<file path="config.mk">
export PLATFORM = sky130hd
export DESIGN_NAME = integer_to_padded_text_flat
export DESIGN_NICKNAME = d
export VERILOG_FILES = /design/src/rtl/core/itpt_pkg.sv /design/src/rtl/core/itpt_if.sv /design/src/rtl/core/itpt_dabble.sv /design/src/rtl/core/itpt_digits.sv /design/src/rtl/core/integer_to_padded_text.sv /design/src/flat_wrapper.sv
export VERILOG_INCLUDE_DIRS = /design/src /design/src/rtl/core
export SDC_FILE = /design/constraint.sdc
export NUM_CORES = 1
export LEC_CHECK = 0
export ABC_AREA = 1
export BUFFER_PORTS_ARGS = -buffer_cell sky130_fd_sc_hd__buf_2
export CAP_MARGIN = 20
export CELL_PAD_IN_SITES_DETAIL_PLACEMENT = 0
export CELL_PAD_IN_SITES_GLOBAL_PLACEMENT = 1
export CORE_UTILIZATION = 30
export CTS_CLUSTER_SIZE = 14
export DETAILED_ROUTE_END_ITERATION = 12
export MAX_ROUTING_LAYER = met4
export PLACE_DENSITY = 0.6
export SYNTH_ARGS = -nofsm -noshare
export SYNTH_HDL_FRONTEND = slang
export SYNTH_SLANG_ARGS = --single-unit
export TNS_END_PERCENT = 50
</file>
<file path="constraint.sdc">
create_clock -name clk -period 4.98 [get_ports clk]
set_clock_uncertainty 0.2 [all_clocks]
set_input_delay 0.498 -clock clk [delete_from_list [all_inputs] [get_ports clk]]
set_output_delay 0.498 -clock clk [all_outputs]
set_load 0.005 [all_outputs]
</file>
<file path="src/rtl/core/integer_to_padded_text_defines.svh">
// Assertion macros shared by the formatter RTL.
`ifndef INTEGER_TO_PADDED_TEXT_DEFINES_SVH
`define INTEGER_TO_PADDED_TEXT_DEFINES_SVH

// Same-cycle implication, sampled on clk, off while rst_n is low.
`define ITPT_ASSERT_SAME(label, ante, cons, msg) \
  label: assert property (@(posedge clk) disable iff (!rst_n) (ante) |-> (cons)) \
    else $error(msg);

// Next-cycle implication, sampled on clk, off while rst_n is low.
`define ITPT_ASSERT_NEXT(label, ante, cons, msg) \
  label: assert property (@(posedge clk) disable iff (!rst_n) (ante) |=> (cons)) \
    else $error(msg);

`endif

</file>
<file path="src/rtl/core/itpt_pkg.sv">
// Shared types, constants and character helpers for the integer formatter.
`timescale 1ns / 1ps
package itpt_pkg;

  localparam int NUM_W      = 32;
  localparam int BCD_DIGITS = 10;
  localparam int DIG_REG_W  = 4 * BCD_DIGITS;
  localparam int DCNT_W     = 6;

  typedef logic [1:0] base_t;
  localparam base_t BASE_BIN = 2'd0;
  localparam base_t BASE_OCT = 2'd1;
  localparam base_t BASE_DEC = 2'd2;
  localparam base_t BASE_HEX = 2'd3;

  // Bit positions inside option_bits.
  localparam int OPT_ZERO   = 0;
  localparam int OPT_SIGNED = 1;
  localparam int OPT_PLUS   = 2;
  localparam int OPT_SPACE  = 3;
  localparam int OPT_LEFT   = 4;
  localparam int OPT_PREFIX = 5;
  localparam int OPT_LOWER  = 6;

  typedef logic [DCNT_W-1:0] dcnt_t;
  localparam dcnt_t DIGS_BIN = 6'd32;
  localparam dcnt_t DIGS_OCT = 6'd11;
  localparam dcnt_t DIGS_DEC = 6'd10;
  localparam dcnt_t DIGS_HEX = 6'd8;

  typedef logic [6:0] char_t;
  localparam char_t CH_SPACE = 7'h20;
  localparam char_t CH_PLUS  = 7'h2B;
  localparam char_t CH_MINUS = 7'h2D;
  localparam char_t CH_ZERO  = 7'h30;
  localparam char_t CH_UA    = 7'h41;
  localparam char_t CH_LA    = 7'h61;
  localparam char_t CH_B     = 7'h62;
  localparam char_t CH_O     = 7'h6F;
  localparam char_t CH_X     = 7'h78;

  // Commands from the sequencer to the digit shift register.
  typedef struct packed {
    logic load;
    logic shift;
  } dig_cmd_t;

  function automatic char_t digit_char(input logic [3:0] d, input logic lower);
    if (d < 4'd10) begin
      return CH_ZERO + char_t'(d);
    end
    return (lower ? CH_LA : CH_UA) + char_t'(d - 4'd10);
  endfunction

  function automatic char_t prefix_char(input base_t b);
    unique case (b)
      BASE_BIN: return CH_B;
      BASE_OCT: return CH_O;
      default:  return CH_X;
    endcase
  endfunction

endpackage

</file>
<file path="src/rtl/core/itpt_if.sv">
// Valid/ready channel interfaces for formatter requests and characters.
`timescale 1ns / 1ps
interface itpt_in_if;
  import itpt_pkg::*;
  logic             valid;
  logic             ready;
  logic [NUM_W-1:0] number;
  logic [1:0]       base_code;
  logic [5:0]       field_width;
  logic [5:0]       min_digits;
  logic [6:0]       option_bits;

  modport source (output valid, number, base_code, field_width, min_digits, option_bits,
                  input ready);
  modport sink (input valid, number, base_code, field_width, min_digits, option_bits,
                output ready);
endinterface

interface itpt_out_if;
  logic       valid;
  logic       ready;
  logic [6:0] char_code;
  logic       last_char;

  modport source (output valid, char_code, last_char, input ready);
  modport sink (input valid, char_code, last_char, output ready);
endinterface

</file>
<file path="src/rtl/core/itpt_dabble.sv">
// Bit-serial binary to BCD converter (shift and add three), one bit per cycle.
`timescale 1ns / 1ps
module itpt_dabble (
  input  logic                           clk,
  input  logic                           rst_n,
  input  logic                           start,
  input  logic [itpt_pkg::NUM_W-1:0]     bin,
  output logic                           busy,
  output logic [itpt_pkg::DIG_REG_W-1:0] bcd
);
  import itpt_pkg::*;

  localparam int CNT_W = $clog2(NUM_W);

  logic [NUM_W-1:0]     bin_r, bin_nxt;
  logic [DIG_REG_W-1:0] bcd_r, bcd_nxt, adj;
  logic [CNT_W-1:0]     cnt_r, cnt_nxt;
  logic                 busy_r, busy_nxt;

  // Add three to every nibble of five or more before the shift.
  always_comb begin
    for (int i = 0; i < BCD_DIGITS; i++) begin
      adj[4*i +: 4] = (bcd_r[4*i +: 4] >= 4'd5) ? bcd_r[4*i +: 4] + 4'd3 : bcd_r[4*i +: 4];
    end
  end

  always_comb begin
    busy_nxt = busy_r;
    cnt_nxt  = cnt_r;
    bin_nxt  = bin_r;
    bcd_nxt  = bcd_r;
    if (start) begin
      busy_nxt = 1'b1;
      cnt_nxt  = CNT_W'(NUM_W - 1);
      bin_nxt  = bin;
      bcd_nxt  = '0;
    end else if (busy_r) begin
      bcd_nxt = {adj[DIG_REG_W-2:0], bin_r[NUM_W-1]};
      bin_nxt = bin_r << 1;
      if (cnt_r == '0) begin
        busy_nxt = 1'b0;
      end else begin
        cnt_nxt = cnt_r - 1'b1;
      end
    end
  end

  always_ff @(posedge clk) begin
    if (!rst_n) begin
      busy_r <= 1'b0;
      cnt_r  <= '0;
    end else begin
      busy_r <= busy_nxt;
      cnt_r  <= cnt_nxt;
    end
  end

  always_ff @(posedge clk) begin
    bin_r <= bin_nxt;
    bcd_r <= bcd_nxt;
  end

  assign busy = busy_r;
  assign bcd  = bcd_r;

endmodule

</file>
<file path="src/rtl/core/itpt_digits.sv">
// Digit shift register: loads the magnitude in digits, shifts out one digit per cycle on shift.
`timescale 1ns / 1ps
module itpt_digits (
  input  logic                           clk,
  input  logic                           rst_n,
  input  itpt_pkg::dig_cmd_t             cmd,
  input  itpt_pkg::base_t                base,
  input  logic [itpt_pkg::NUM_W-1:0]     mag,
  input  logic [itpt_pkg::DIG_REG_W-1:0] bcd,
  output logic [3:0]                     top_digit,
  output itpt_pkg::dcnt_t                remaining
);
  import itpt_pkg::*;

  localparam int FILL_W = DIG_REG_W - NUM_W;

  logic [DIG_REG_W-1:0] dig_r, dig_nxt;
  dcnt_t                rem_r, rem_nxt;

  always_comb begin
    dig_nxt = dig_r;
    rem_nxt = rem_r;
    if (cmd.load) begin
      unique case (base)
        BASE_BIN: begin
          dig_nxt = {mag, {FILL_W{1'b0}}};
          rem_nxt = DIGS_BIN;
        end
        BASE_OCT: begin
          // Pad to 33 bits so the value splits into eleven 3-bit digits.
          dig_nxt = {1'b0, mag, {(FILL_W - 1){1'b0}}};
          rem_nxt = DIGS_OCT;
        end
        BASE_DEC: begin
          dig_nxt = bcd;
          rem_nxt = DIGS_DEC;
        end
        BASE_HEX: begin
          dig_nxt = {mag, {FILL_W{1'b0}}};
          rem_nxt = DIGS_HEX;
        end
      endcase
    end else if (cmd.shift) begin
      unique case (base)
        BASE_BIN: dig_nxt = dig_r << 1;
        BASE_OCT: dig_nxt = dig_r << 3;
        BASE_DEC: dig_nxt = dig_r << 4;
        BASE_HEX: dig_nxt = dig_r << 4;
      endcase
      rem_nxt = rem_r - 1'b1;
    end
  end

  always_comb begin
    unique case (base)
      BASE_BIN: top_digit = {3'b000, dig_r[DIG_REG_W-1]};
      BASE_OCT: top_digit = {1'b0, dig_r[DIG_REG_W-1 -: 3]};
      BASE_DEC: top_digit = dig_r[DIG_REG_W-1 -: 4];
      BASE_HEX: top_digit = dig_r[DIG_REG_W-1 -: 4];
    endcase
  end

  always_ff @(posedge clk) begin
    if (!rst_n) begin
      rem_r <= '0;
    end else begin
      rem_r <= rem_nxt;
    end
  end

  always_ff @(posedge clk) begin
    dig_r <= dig_nxt;
  end

  assign remaining = rem_r;

endmodule

</file>
<file path="src/rtl/core/integer_to_padded_text.sv">
// Top level of the integer formatter: request capture, character sequencer, output register.
//
// Usage: a number with base, field width, minimum digit count and options enters on in_ch
// as one transaction; its formatted ASCII text leaves on out_ch, one character per
// transaction, the final character flagged by last_char. Every number gives at least one
// character and at most MAX_FIELD_WIDTH.
// Flow per number: decimal values pass through the serial BCD converter (one bit per
// cycle), other bases skip it. Leading zero digits are then dropped one per cycle (up to
// 31 for binary, 10 for octal, 9 for decimal, 7 for hex), a sizing step computes the
// padding, and the characters follow at one per cycle while out_ch.ready allows; each text
// segment but the prefix closes with a step that emits nothing. in_ch.ready is high only
// while the sequencer is idle; the next number can be taken while the final character
// still sits in the output register.
// Stall: when out_ch.ready is low the output register holds its character and the
// sequencer waits; no character is lost or repeated.
// Reset (rst_n low, synchronous): the sequencer returns to idle and the output register
// empties; a number in progress is dropped.
`timescale 1ns / 1ps
`include "integer_to_padded_text_defines.svh"
module integer_to_padded_text #(
  parameter int MAX_FIELD_WIDTH = 48
) (
  input  logic              clk,
  input  logic              rst_n,
  itpt_in_if.sink           in_ch,
  itpt_out_if.source        out_ch
);
  import itpt_pkg::*;

  // Character count width; the count must hold MAX_FIELD_WIDTH itself.
  localparam int CW = $clog2(MAX_FIELD_WIDTH + 1);
  localparam logic [CW-1:0] WIDTH_CAP = CW'(MAX_FIELD_WIDTH);
  localparam logic [CW-1:0] PREC_CAP  = CW'(MAX_FIELD_WIDTH - 3);

  typedef enum logic [11:0] {
    S_IDLE  = 12'b0000_0000_0001,
    S_CONV  = 12'b0000_0000_0010,
    S_SCAN  = 12'b0000_0000_0100,
    S_SIZE  = 12'b0000_0000_1000,
    S_LSP   = 12'b0000_0001_0000,
    S_SIGN  = 12'b0000_0010_0000,
    S_PFX0  = 12'b0000_0100_0000,
    S_PFXL  = 12'b0000_1000_0000,
    S_ZPAD  = 12'b0001_0000_0000,
    S_PZERO = 12'b0010_0000_0000,
    S_DIG   = 12'b0100_0000_0000,
    S_TSP   = 12'b1000_0000_0000
  } state_t;

  state_t state_r, state_nxt;

  // Captured request.
  base_t            base_r;
  logic             zero_r, left_r, lower_r, pfx_r;
  char_t            sign_ch_r;
  logic             sgn_r, sgn_nxt;
  logic [CW-1:0]    width_r, prec_r;
  logic [NUM_W-1:0] mag_r;

  // Segment counters.
  logic [CW-1:0] pad_r, pad_nxt;
  logic [CW-1:0] pz_r, pz_nxt;
  logic [CW-1:0] tot_r, tot_nxt;

  // Output register.
  logic  out_valid_r;
  char_t out_char_r;
  logic  out_last_r;

  logic             in_acc;
  logic             neg_in;
  logic [NUM_W-1:0] mag_in;
  logic             sgn_in;
  char_t            sign_ch_in;
  logic [CW-1:0]    fw_ext, md_ext;

  logic                 dab_start, dab_busy;
  logic [DIG_REG_W-1:0] dab_bcd;
  dig_cmd_t             dig_cmd;
  logic [3:0]           top_digit;
  dcnt_t                dig_rem;

  logic          out_can, emit;
  char_t         emit_char;
  logic [CW-1:0] nd_ext, prec_eff, fixed_len;
  logic [CW:0]   pad_diff;

  assign in_acc       = in_ch.valid && in_ch.ready;
  assign in_ch.ready  = (state_r == S_IDLE);

  // Sign and magnitude of the incoming number; a negative value prints its magnitude.
  assign neg_in = in_ch.option_bits[OPT_SIGNED] && in_ch.number[NUM_W-1];
  assign mag_in = neg_in ? (NUM_W'(0) - in_ch.number) : in_ch.number;
  assign sgn_in = in_ch.option_bits[OPT_SIGNED] &&
                  (neg_in || in_ch.option_bits[OPT_PLUS] || in_ch.option_bits[OPT_SPACE]);
  assign sign_ch_in = neg_in ? CH_MINUS :
                      (in_ch.option_bits[OPT_PLUS] ? CH_PLUS : CH_SPACE);

  // Widen the field width and the digit minimum; the clamp is applied on capture.
  assign fw_ext = CW'(in_ch.field_width);
  assign md_ext = CW'(in_ch.min_digits);

  // Start the BCD converter straight from the input for decimal requests.
  assign dab_start = in_acc && (in_ch.base_code == BASE_DEC);

  itpt_dabble u_dabble (
    .clk   (clk),
    .rst_n (rst_n),
    .start (dab_start),
    .bin   (mag_in),
    .busy  (dab_busy),
    .bcd   (dab_bcd)
  );

  itpt_digits u_digits (
    .clk       (clk),
    .rst_n     (rst_n),
    .cmd       (dig_cmd),
    .base      (base_r),
    .mag       (mag_r),
    .bcd       (dab_bcd),
    .top_digit (top_digit),
    .remaining (dig_rem)
  );

  // Sizing: digits shown, then padding against the field width.
  assign nd_ext    = CW'(dig_rem);
  assign prec_eff  = (prec_r < nd_ext) ? nd_ext : prec_r;
  assign fixed_len = prec_eff + CW'(sgn_r) + (pfx_r ? CW'(2) : CW'(0));
  assign pad_diff  = {1'b0, width_r} - {1'b0, fixed_len};

  // A character may enter the output register when it is empty or being drained.
  assign out_can = !out_valid_r || out_ch.ready;

  always_comb begin
    state_nxt = state_r;
    pad_nxt   = pad_r;
    pz_nxt    = pz_r;
    tot_nxt   = tot_r;
    sgn_nxt   = sgn_r;
    dig_cmd   = '0;
    emit      = 1'b0;
    emit_char = CH_SPACE;
    unique case (state_r)
      S_IDLE: begin
        if (in_acc) begin
          state_nxt = S_CONV;
        end
      end
      S_CONV: begin
        // Wait for the converter on decimal; other bases load at once.
        if (!dab_busy) begin
          dig_cmd.load = 1'b1;
          state_nxt    = S_SCAN;
        end
      end
      S_SCAN: begin
        // Drop leading zero digits, keep at least one.
        if (top_digit == 4'd0 && dig_rem > dcnt_t'(1)) begin
          dig_cmd.shift = 1'b1;
        end else begin
          state_nxt = S_SIZE;
        end
      end
      S_SIZE: begin
        pad_nxt   = pad_diff[CW] ? '0 : pad_diff[CW-1:0];
        pz_nxt    = prec_eff - nd_ext;
        tot_nxt   = fixed_len + (pad_diff[CW] ? '0 : pad_diff[CW-1:0]);
        state_nxt = S_LSP;
      end
      S_LSP: begin
        if (!zero_r && !left_r && pad_r != '0) begin
          if (out_can) begin
            emit      = 1'b1;
            emit_char = CH_SPACE;
            pad_nxt   = pad_r - 1'b1;
          end
        end else begin
          state_nxt = S_SIGN;
        end
      end
      S_SIGN: begin
        if (sgn_r) begin
          if (out_can) begin
            emit      = 1'b1;
            emit_char = sign_ch_r;
            sgn_nxt   = 1'b0;
          end
        end else begin
          state_nxt = S_PFX0;
        end
      end
      S_PFX0: begin
        if (!pfx_r) begin
          state_nxt = S_ZPAD;
        end else if (out_can) begin
          emit      = 1'b1;
          emit_char = CH_ZERO;
          state_nxt = S_PFXL;
        end
      end
      S_PFXL: begin
        if (out_can) begin
          emit      = 1'b1;
          emit_char = prefix_char(base_r);
          state_nxt = S_ZPAD;
        end
      end
      S_ZPAD: begin
        if (zero_r && pad_r != '0) begin
          if (out_can) begin
            emit      = 1'b1;
            emit_char = CH_ZERO;
            pad_nxt   = pad_r - 1'b1;
          end
        end else begin
          state_nxt = S_PZERO;
        end
      end
      S_PZERO: begin
        if (pz_r != '0) begin
          if (out_can) begin
            emit      = 1'b1;
            emit_char = CH_ZERO;
            pz_nxt    = pz_r - 1'b1;
          end
        end else begin
          state_nxt = S_DIG;
        end
      end
      S_DIG: begin
        // Emit digits most significant first, advancing the shift register.
        if (dig_rem != '0) begin
          if (out_can) begin
            emit          = 1'b1;
            emit_char     = digit_char(top_digit, lower_r);
            dig_cmd.shift = 1'b1;
          end
        end else begin
          state_nxt = S_TSP;
        end
      end
      S_TSP: begin
        if (left_r && pad_r != '0) begin
          if (out_can) begin
            emit      = 1'b1;
            emit_char = CH_SPACE;
            pad_nxt   = pad_r - 1'b1;
          end
        end else begin
          state_nxt = S_IDLE;
        end
      end
      default: state_nxt = S_IDLE;
    endcase
    if (emit) begin
      tot_nxt = tot_r - 1'b1;
    end
  end

  always_ff @(posedge clk) begin
    if (!rst_n) begin
      state_r     <= S_IDLE;
      out_valid_r <= 1'b0;
    end else begin
      state_r <= state_nxt;
      if (emit) begin
        out_valid_r <= 1'b1;
      end else if (out_ch.ready) begin
        out_valid_r <= 1'b0;
      end
    end
  end

  // Payload registers: capture on accept, hold otherwise; sgn_r clears once its sign is sent.
  always_ff @(posedge clk) begin
    if (in_acc) begin
      base_r    <= in_ch.base_code;
      zero_r    <= in_ch.option_bits[OPT_ZERO] && !in_ch.option_bits[OPT_LEFT];
      left_r    <= in_ch.option_bits[OPT_LEFT];
      lower_r   <= in_ch.option_bits[OPT_LOWER];
      pfx_r     <= in_ch.option_bits[OPT_PREFIX] && (in_ch.base_code != BASE_DEC);
      sign_ch_r <= sign_ch_in;
      sgn_r     <= sgn_in;
      width_r   <= (fw_ext > WIDTH_CAP) ? WIDTH_CAP : fw_ext;
      prec_r    <= (md_ext > PREC_CAP) ? PREC_CAP : md_ext;
      mag_r     <= mag_in;
    end else begin
      sgn_r <= sgn_nxt;
    end
    pad_r <= pad_nxt;
    pz_r  <= pz_nxt;
    tot_r <= tot_nxt;
    if (emit) begin
      out_char_r <= emit_char;
      out_last_r <= (tot_r == CW'(1));
    end
  end

  assign out_ch.valid     = out_valid_r;
  assign out_ch.char_code = out_char_r;
  assign out_ch.last_char = out_last_r;

  `ITPT_ASSERT_SAME(a_emit_within_total, emit, tot_r != '0, "character beyond sized total")
  `ITPT_ASSERT_SAME(a_done_exact_total, (state_r == S_TSP) && (state_nxt == S_IDLE),
                    tot_r == '0, "number finished with characters owed")
  `ITPT_ASSERT_NEXT(a_dec_starts_conv, in_acc && (in_ch.base_code == BASE_DEC),
                    dab_busy, "decimal transaction did not start conversion")

endmodule
</file>
<file path="src/flat_wrapper.sv">
// flat-port wrapper written by rule: the top's interface ports become plain ports
module integer_to_padded_text_flat import itpt_pkg::*;
#(
  parameter int MAX_FIELD_WIDTH = 48
)
  (clk, rst_n, in_ch_valid, in_ch_number, in_ch_base_code, in_ch_field_width, in_ch_min_digits, in_ch_option_bits, in_ch_ready, out_ch_valid, out_ch_char_code, out_ch_last_char, out_ch_ready);
  itpt_in_if in_ch_i ();
  itpt_out_if out_ch_i ();
  input  logic clk;
  input  logic rst_n;
  input wire logic [$bits(in_ch_i.valid)-1:0] in_ch_valid;
  input wire logic [$bits(in_ch_i.number)-1:0] in_ch_number;
  input wire logic [$bits(in_ch_i.base_code)-1:0] in_ch_base_code;
  input wire logic [$bits(in_ch_i.field_width)-1:0] in_ch_field_width;
  input wire logic [$bits(in_ch_i.min_digits)-1:0] in_ch_min_digits;
  input wire logic [$bits(in_ch_i.option_bits)-1:0] in_ch_option_bits;
  output wire logic [$bits(in_ch_i.ready)-1:0] in_ch_ready;
  output wire logic [$bits(out_ch_i.valid)-1:0] out_ch_valid;
  output wire logic [$bits(out_ch_i.char_code)-1:0] out_ch_char_code;
  output wire logic [$bits(out_ch_i.last_char)-1:0] out_ch_last_char;
  input wire logic [$bits(out_ch_i.ready)-1:0] out_ch_ready;
  assign in_ch_i.valid = in_ch_valid;
  assign in_ch_i.number = in_ch_number;
  assign in_ch_i.base_code = in_ch_base_code;
  assign in_ch_i.field_width = in_ch_field_width;
  assign in_ch_i.min_digits = in_ch_min_digits;
  assign in_ch_i.option_bits = in_ch_option_bits;
  assign in_ch_ready = in_ch_i.ready;
  assign out_ch_valid = out_ch_i.valid;
  assign out_ch_char_code = out_ch_i.char_code;
  assign out_ch_last_char = out_ch_i.last_char;
  assign out_ch_i.ready = out_ch_ready;
  integer_to_padded_text #(.MAX_FIELD_WIDTH(MAX_FIELD_WIDTH)) u_core (.clk(clk), .rst_n(rst_n), .in_ch(in_ch_i), .out_ch(out_ch_i));
endmodule
</file>
## Word level (Yosys, flattened, before mapping)

Index checks and enable logic that the tools add are counted.

| operators by class | value |
|---|---|
| $add $sub $neg | 24 |
| magnitude comparators | 15 |
| equality and inequality tests | 35 |
| muxes and demuxes | 91 |
| reduce and logical (&&, ||, !) cells | 37 |

Operators by type and width:

| cell | number |
|---|---|
| 40-bit one-hot mux with 3 select lines | 2 |
| 12-bit 2-to-1 mux | 12 |
| 12-bit one-hot mux with 12 select lines | 1 |
| 32-bit 2-to-1 mux | 3 |
| 40-bit 2-to-1 mux | 2 |
| 6-bit 2-to-1 mux | 13 |
| 7-bit 2-to-1 mux | 8 |
| 6-bit one-hot mux with 4 select lines | 2 |
| 7-bit one-hot mux with 6 select lines | 1 |
| 4-bit by 3-bit >= comparator with 1-bit output, second input constant | 10 |
| 4-bit 2-to-1 mux | 10 |
| 4-bit by 2-bit adder with 4-bit output, second input constant | 9 |
| 1-bit by 32-bit subtractor with 32-bit output, first input constant | 1 |
| 5-bit 2-to-1 mux | 6 |
| 1-bit 2-to-1 mux | 24 |
| 6-bit by 1-bit subtractor with 6-bit output, second input constant | 4 |
| 2-bit inequality test, second input constant | 10 |
| 6-bit nonzero test | 3 |
| 2-bit by 1-bit inequality test with 1-bit output, second input constant | 7 |
| 6-bit adder | 2 |
| 12-bit by 1-bit == test with 1-bit output, second input constant | 1 |
| 12-bit by 10-bit == test with 1-bit output, second input constant | 1 |
| 12-bit by 11-bit == test with 1-bit output, second input constant | 1 |
| 12-bit == test, second input constant | 1 |
| other kinds (44) | 68 |

| storage, ports and cells | value |
|---|---|
| register bits after elaboration | 221 |
| output and inout port bits | 10 |
| logic and storage cells | 225 |

## Longest topological paths before layout

Gate-level depths: netlist (run 1).

| depth | value |
|---|---|
| depth after elaboration | 12 |
| mapped depth | 33 |
| depth with buffers taken out | 32 |

## Modules after synthesis

A second synthesis (run 1) with hierarchy kept.

| second synthesis, totals | value |
|---|---|
| cell total of the unflattened synthesis | 1689 |
| area, all modules | 13442.9 um^2 |

Modules (own cells, without submodules):

| module | times used | cells each | area each (um^2) |
|---|---|---|---|
| integer_to_padded_text | 1 | 714 | 6190.9 |
| itpt_dabble | 1 | 493 | 3878.7 |
| itpt_digits | 1 | 482 | 3373.2 |

## Worst setup path before layout (run 1)

No wires, ideal clock.

| timing | value |
|---|---|
| path kind | register to register |
| from | register u_core.u_digits.rem_r[5] (netlist: u_core.u_digits.remaining[5]) |
| to | register u_core.tot_r[5] (data pin) |
| setup time | 0.253 ns |
| arrival time | 4.639 ns |
| data required time | 4.527 ns |
| setup slack | -0.113 ns |
| cell stages (with the launch flop) | 31 |
| clock period less this slack | 5.093 ns |
| cells stage by stage | dfxtp_1 -> inv_1 -> ha_1 -> nand2_2 -> inv_2 -> a21oi_4 -> nand2_4 -> buf_8 -> o21ai_0 -> inv_1 -> fa_1 -> inv_1 -> nor2_1 -> nor2_1 -> inv_1 -> ha_1 -> inv_1 -> o31ai_1 -> inv_1 -> nor2_1 -> nand3_2 -> nand2_4 -> o21ai_0 -> a21oi_1 -> ha_1 -> a21oi_1 -> o21ai_2 -> nand2_1 -> nand3_1 -> nand3_1 -> nand2_1 |

| between the ends | value |
|---|---|
| cells in the longest elaborated chain, start to end | 9 |
| elaborated cells on any way between the ends | 12 |
| classes of those cells | add/sub: 4; order compare: 1; mux: 6; reduce/logical: 1 |

RTL lines:

| item | line | text |
|---|---|---|
| start, declared | itpt_digits.sv:18 | `dcnt_t rem_r, rem_nxt;` |
| start signal, assigned | itpt_digits.sv:67 | `rem_r <= rem_nxt;` |
| 6-bit less-than comparator | integer_to_padded_text.sv:128 | `assign prec_eff = (prec_r < nd_ext) ? nd_ext : prec_r;` |
| 6-bit 2-to-1 mux | integer_to_padded_text.sv:128 |  |
| 6-bit by 1-bit adder with 6-bit output | integer_to_padded_text.sv:129 | `assign fixed_len = prec_eff + CW'(sgn_r) + (pfx_r ? CW'(2) : CW'(0));` |
| 6-bit adder | integer_to_padded_text.sv:129 |  |
| 6-bit by 6-bit subtractor with 7-bit output | integer_to_padded_text.sv:130 | `assign pad_diff = {1'b0, width_r} - {1'b0, fixed_len};` |
| 6-bit 2-to-1 mux | integer_to_padded_text.sv:168 | `tot_nxt = fixed_len + (pad_diff[CW] ? '0 : pad_diff[CW-1:0]);` |
| 6-bit adder | integer_to_padded_text.sv:168 |  |
| 6-bit 2-to-1 mux | integer_to_padded_text.sv:144 | `unique case (state_r)` |
| 6-bit 2-to-1 mux (*) | integer_to_padded_text.sv:256 | `if (emit) begin` |
| named net u_core.tot_nxt[5] | integer_to_padded_text.sv:63 | `logic [CW-1:0] tot_r, tot_nxt;` |
| end signal, assigned | integer_to_padded_text.sv:293 | `tot_r <= tot_nxt;` |
| end, declared | integer_to_padded_text.sv:63 |  |

Mark *: on every way through the listed nets, which the timed path passes. The rest lies on a longest branch. The select of a mux whose other input is x is not followed.
A chain may end at the register's enable or synchronous reset.

## Final worst setup path (run 1)

| timing | value |
|---|---|
| from | register u_core.prec_r[3] |
| to | register u_core.tot_r[4] (data pin) |

| between the ends | value |
|---|---|
| cells in the longest elaborated chain, start to end | 9 |

RTL lines:

| item | line | text |
|---|---|---|
| start, declared | integer_to_padded_text.sv:57 | `logic [CW-1:0] width_r, prec_r;` |
| start signal, assigned | integer_to_padded_text.sv:286 | `prec_r <= (md_ext > PREC_CAP) ? PREC_CAP : md_ext;` |
| 6-bit less-than comparator | integer_to_padded_text.sv:128 |  |
| 6-bit 2-to-1 mux (*) | integer_to_padded_text.sv:128 |  |
| 6-bit by 1-bit adder with 6-bit output (*) | integer_to_padded_text.sv:129 |  |
| 6-bit adder (*) | integer_to_padded_text.sv:129 |  |
| 6-bit by 6-bit subtractor with 7-bit output | integer_to_padded_text.sv:130 |  |
| 6-bit 2-to-1 mux | integer_to_padded_text.sv:168 |  |
| 6-bit adder (*) | integer_to_padded_text.sv:168 |  |
| 6-bit 2-to-1 mux (*) | integer_to_padded_text.sv:144 |  |
| 6-bit 2-to-1 mux (*) | integer_to_padded_text.sv:256 |  |
| named net u_core.tot_nxt[4] | integer_to_padded_text.sv:63 |  |

Marked as above.

==> impl_metrics.yaml, run 1 <==
run_status:
  status: "complete, no violations"
sta:
  hold_violations: 0
  fin_ws_ps: 273
  drv_slew: 0
  finalSetupViolations: 0
  fin_crit_sh_pct: 94.5
  slew_headroom_pct: 30.2
  post-route-min-period_ps: 4710
  finalSetupTns_ps: 0
  fmax_mhz: 212
  worst_pin_slew_ps: 1040
global_route:
  met1_usage_pct: 20.5
  use_met3_pct: 2.21
  track_usage_pct: 16.4
  use_met2_pct: 28.2
  grt_pass1_wl_um: 59300
  grt_pass1_vias: 11100
  antenna_found_initial: 0
  grt.busiest_layer: "met2"
  grt_max_degree: 52
  overflow: 0
logic_synthesis:
  yosysTopAreaCell: "edfxtp_1"
  yosysWarningCount: 0
  synth_common_cells: "nand2_1, inv_1, o21ai_0, edfxtp_1, nor2_1"
  synthDistinctLibCells: 65
  synthFlopType: "edfxtp_1"
  syn_avg_cell_area_um2: 8.15
  yosys-top-cells-area: "edfxtp_1, nand2_1, dfxtp_1, inv_1, o21ai_0"
  ys_ff_latch: 217
  synth-async-reset-ratio_pct: 0
  synth_most_common_cell: "nand2_1"
  yosysTopAreaCellShare_pct: 33.8
  synth-seq-area-share_pct: 43.4
  synth_edf_count: 152
  syn_nets: 1778
  syn-cell-area_um2: 13500
  postSynthCellCount: 1656
clock_network:
  cts_buffers: 26
  cts_sinks: 217
  clk_pin_slew_worst_paths_ps: 60
  clockBufferDepth: 3
  clockRootBuffer: "clkbuf_16"
  cts_tree: "yes"
  clk_latency_ps: 560
  cts_htree_levels: 1
finish:
  nNetsFinal: 1873
  design_area_um2: 15900
  nFillCells: 4689
  fin_util_pct: 35.8
  layout-drive-gt1-share_pct: 15.4
  antenna_cells: 0
  area_delta_synth_final_pct: 17.5
detailed_routing:
  initialDrtViolationCount: 607
  route.detailed.drc: 0
  detail_route.wl_per_cell_um: 15.6
  via_per_inst: 4.73
  ant_nets: 0
  dr_total_vias: 11200
  drt_first_pass_iters: 5
  wl_um: 36800
worst_setup_path:
  crit_family: "adder cells"
  cp-end-kind: "flop"
  crit_required_ps: 5080
  crit_arrival_ps: 4800
  r2r-start: "u_core.prec_r[3]"
  cpPeakStageDelay_ps: 440
  reg2regPathDepth: 30
  path_class: "reg2reg"
  r2r-end: "u_core.tot_r[4]"
  path_max_fanout: 6
  start_kind: "flop"
  rrSetupSlack_ps: 270
  cp_slowest_cell: "edfxtp_1"
  crit_buf_inv: 6
floorplan:
  ios: 67
  start_util_pct: 30.5
  dieArea_um2: 45900
  num_rows: 77
  die_h_um: 214
  die_x_um: 214
  core-area_um2: 44300
hold_path:
  min_from: "in_ch_min_digits[3]"
  hold-path-endpoint: "u_core.prec_r[3]"
  hold_path.class: "in2reg"
  hold_depth: 2
power_and_ir_drop:
  p_leak_nw: 6.73
  powerDensity_nw_per_um2: 650
  ir_drop_mv: 0.377
placed_design:
  hpwl_um: 26200
  place.gp.congestion: 0.846
  port_buffers: 66
  place_area_um2: 14700
  dp_slack_ps: -54.4
flow_run:
  drv_cap: 0
-- through the flow --
step / hold slack, ps / power (mW) / instances
after floorplan: 261 / 6.45 / 1656
after global placement: 290 / 7.80 / 2297
after detailed placement: 303 / 7.86 / 2297
after CTS: 17.3 / 9.84 / 2352
after global routing: 33.1 / 11.2 / 2362
final: 40.3 / 10.3 / 2362
-- power breakdown --
part	internal, mW	switching [mW]	leakage (nW)	total [mW]
Clock	1.12	0.799	0.415	1.91
Sequential	2.67	0.288	1.92	2.95
Combinational	2.17	3.26	4.39	5.43
Total	5.95	4.35	6.73	10.3
-- cells in the final DEF, fill, tap and decap left out, drive strengths merged, types with 2 or more instances in the layout --
| master | synthesis | routed |
|---|---|---|
| nand2 | 380 | 380 |
| o21a | 2 | 2 |
| a41oi | 21 | 21 |
| nand3b | 4 | 4 |
| o211ai | 18 | 18 |
| nor4 | 8 | 8 |
| o311ai | 2 | 2 |
| a31oi | 13 | 13 |
| xnor2 | 23 | 23 |
| dfxtp | 65 | 65 |
| nor3 | 20 | 20 |
| inv | 266 | 266 |
| mux2i | 9 | 9 |
| a21oi | 65 | 65 |
| nand4 | 12 | 12 |
| edfxtp | 152 | 152 |
| o21ai | 172 | 172 |
| ha | 61 | 61 |
| nand3 | 56 | 56 |
| fa | 4 | 4 |
| xor2 | 42 | 42 |
| o22ai | 28 | 28 |
| nor2 | 126 | 126 |
| or2 | 11 | 11 |
| clkinv | 4 | 15 |
| buf | 6 | 118 |
| bufinv | 0 | 2 |
| a22oi | 9 | 9 |
| a211oi | 2 | 2 |
| a21boi | 3 | 3 |
| o31ai | 4 | 4 |
| dlygate4sd3 | 0 | 8 |
| clkbuf | 53 | 33 |
| a221oi | 7 | 7 |
-- state kept, by name, summed over array words and instances, names as in the netlist, 7 cells and up --
name / cells
u_core.u_digits.dig_r: 40
u_core.u_dabble.bin_r: 32
u_core.u_dabble.bcd: 40
u_core.state_r: 12
u_core.out_ch.char_code: 7
u_core.mag_r: 32
-- layout make-up --
cell class / instances / area, µm² / share of cell area, %
clock buffers: 33 / 717 / 4.52
flip-flops and latches: 217 / 5870 / 37.0
multi-input cells: 1110 / 6570 / 41.4
well taps: 592 / 741 / 4.67
inverters: 270 / 1010 / 6.39
clock inverters: 14 / 128 / 0.805
repair buffers: 126 / 828 / 5.22
-- worst reg2reg max path, delay by kind of cell, from the launching register on --
kind | cells | cell delay [ps]
adder cells (fa/ha/maj) | 4 | 1170
XOR/XNOR | 1 | 240
flip-flops | 1 | 440
buffers and inverters | 6 | 600
AND/OR/NAND/NOR | 12 | 1140
AO/OA/AOI/OAI | 7 | 670
-- cells by family after synthesis --
family,count (synthesis),share of synthesized area (%)
AOI/OAI and AO/OA,354,15.7
xor gates and xnor gates,65,4.22
adders and majority gates,65,6.25
buffers and inverters,329,9.29
DFF,217,43.4
muxes,9,0.667
and+or+nand+nor,617,20.4
-- layer usage --
layer	share of wire, %	wire [µm]
met1	46	17100
met2	49	17900
met3	3.1	1140
met4	1.9	698
met5	0	0
-- what timing repair did --
item	in CTS	in global routing
gates resized for setup	2	36
setup endpoints to repair	3	5
pin swaps	0	14
hold endpoints to repair	8	0
hold buffers	8	0
setup buffers	0	9
-- worst max-delay path by stage --
stage / start / to / slack, ps / cells after the start
4_1_cts: u_core.prec_r[3] / u_core.tot_r[4] / 2 / 25
5_1_grt: u_core.prec_r[3] / u_core.tot_r[5] / -60 / 29
6_report: u_core.prec_r[3] / u_core.tot_r[4] / 270 / 30
2_1_floorplan: u_core.u_digits.remaining[5] / u_core.tot_r[5] / 80 / 27
3_3_place_gp: u_core.prec_r[5] / u_core.tot_r[4] / 70 / 25
3_5_place_dp: u_core.prec_r[3] / u_core.tot_r[4] / -50 / 25
(Power assumes the default switching activity.)
==> run 2: changes to the inputs <==
--- a/config.mk
+++ b/config.mk
@@ -15,7 +15,7 @@
 export CTS_CLUSTER_SIZE = 14
 export DETAILED_ROUTE_END_ITERATION = 12
 export MAX_ROUTING_LAYER = met4
-export PLACE_DENSITY = 0.6
+export PLACE_DENSITY = 0.58
 export SYNTH_ARGS = -nofsm -noshare
 export SYNTH_HDL_FRONTEND = slang
 export SYNTH_SLANG_ARGS = --single-unit
==> constraint.sdc (replaced) <==
create_clock -name clk -period 5.8 [get_ports clk]
set_clock_uncertainty 0.2 [all_clocks]
set_input_delay 0.58 -clock clk [delete_from_list [all_inputs] [get_ports clk]]
set_output_delay 0.58 -clock clk [all_outputs]
set_load 0.005 [all_outputs]
==> impl_metrics.yaml, run 2 (synthesized netlist as in run 1, its figures left out) <==
placed_design:
  placed_cells: 2273
  place_area_um2: 14500
  dp_slack_ps: 158
  place.gp.congestion: 0.822
  hpwl_um: 26000
  port_buffers: 66
floorplan:
  dieArea_um2: 45900
  ios: 67
  core-area_um2: 44300
  start_util_pct: 30.5
  die_x_um: 214
  die_h_um: 214
  num_rows: 77
clock_network:
  cts_sinks: 217
  clockRootBuffer: "clkbuf_16"
  cts_tree: "yes"
  clk_pin_slew_worst_paths_ps: 60
  cts_buffers: 27
  clockBufferDepth: 3
  cts_htree_levels: 1
  clk_latency_ps: 570
global_route:
  track_usage_pct: 16.6
  grt_pass1_vias: 11100
  antenna_found_initial: 0
  grt_max_degree: 56
  overflow: 0
  grt_pass1_wl_um: 59800
worst_setup_path:
  path_class: "reg2reg"
  start_kind: "flop"
  crit_arrival_ps: 5360
  crit_required_ps: 5900
  cp_slowest_cell: "fa_2"
  crit_buf_inv: 4
  cp-end-kind: "flop"
  crit_family: "adder cells"
  cpPeakStageDelay_ps: 540
  r2r-start: "u_core.u_digits.remaining[3]"
  path_max_fanout: 11
  crit_start: "u_core.u_digits.remaining[3]"
sta:
  fmax_mhz: 190
  slew_headroom_pct: 35.1
  hold_violations: 0
  post-route-min-period_ps: 5260
  drv_slew: 0
  worst_pin_slew_ps: 967
  fin_crit_sh_pct: 90.7
  fin_ws_ps: 540
  finalSetupViolations: 0
detailed_routing:
  wl_met1_um: 17400
  ant_nets: 0
  dr_total_vias: 11000
  wl_met3_um: 1070
  met2_wirelength_um: 17800
  route.detailed.drc: 0
  via_per_inst: 4.72
  initialDrtViolationCount: 552
  maxUsedRoutingLayer: "met4"
  wl_um: 36800
  detail_route.wl_per_cell_um: 15.8
  drt_first_pass_iters: 5
finish:
  final_common_cell: "nand2_1"
  layout-drive-gt1-share_pct: 12.9
  nFillCells: 4721
  final_cell_mix: "nand2_1, inv_1, o21ai_0"
  nNetsFinal: 1839
  fin_util_pct: 35.0
  area_delta_synth_final_pct: 14.9
  design_area_um2: 15500
  instances_no_fill: 2330
  antenna_cells: 0
hold_path:
  hold_path.class: "in2reg"
  min_from: "in_ch_min_digits[5]"
flow_run:
  drv_cap: 0
power_and_ir_drop:
  powerDensity_nw_per_um2: 535
  ir_drop_mv: 0.297
  p_leak_nw: 6.57
  total_power_mw: 8.29
run_status:
  status: "complete, no violations"
## run 2: cell count changes in the layout (fill, tap and decap cells not counted), moves of 4 or more
cell        before  now
clkinv_1         9    5
buf_4           48   19
clkinvlp_4       1    5
ha_1            55   61
ha_4             5    0
## run 2: final cells by class
type	count	area, µm²	share of cell area, %
Clock buffer	33	728	4.69
Multi-Input combinational cell	1110	6420	41.4
Tap cell	592	741	4.77
Inverter	270	1010	6.53
Sequential cell	217	5870	37.8
Timing Repair Buffer	91	551	3.55
Clock inverter	17	193	1.24
## run 2: worst paths after layout
check / end / slack [ps] / cells after the start
min: u_core.prec_r[5] / 60 / 1
min reg2reg: u_core.u_digits.remaining[2] / 290 / 2
max reg2reg: u_core.tot_r[4] / 540 / 26
max: u_core.tot_r[4] / 540 / 26
## run 2: power by group
part           internal [mW]  total (mW)  leakage (nW)  switching (mW)
combinational           1.42        4.00          4.21            2.57
clock                   1.04        1.76         0.442           0.727
sequential              2.29        2.54          1.92           0.246
## run 2: repair_timing
action / 4_1_cts / 5_1_grt
resized for setup: 0 / 8
hold buffers: 5 / 0
setup endpoints to repair: 0 / 5
setup buffers: 0 / 1
hold endpoints to repair: 5 / 0
## run 2: through the flow
step           TNS [ps]  hold slack, ps
3_5_place_dp          0             288
6_report              0            55.3
5_1_grt           -7.62            36.1
4_1_cts               0            25.3
3_3_place_gp          0             285
2_1_floorplan         0             261
## run 2: per-layer routing
metal	vias up	GRT usage, %
li1	5648	-
met1	5154	20.9
met2	157	28.4
met3	43	2.23
met4	0	3.40
met5	-	-
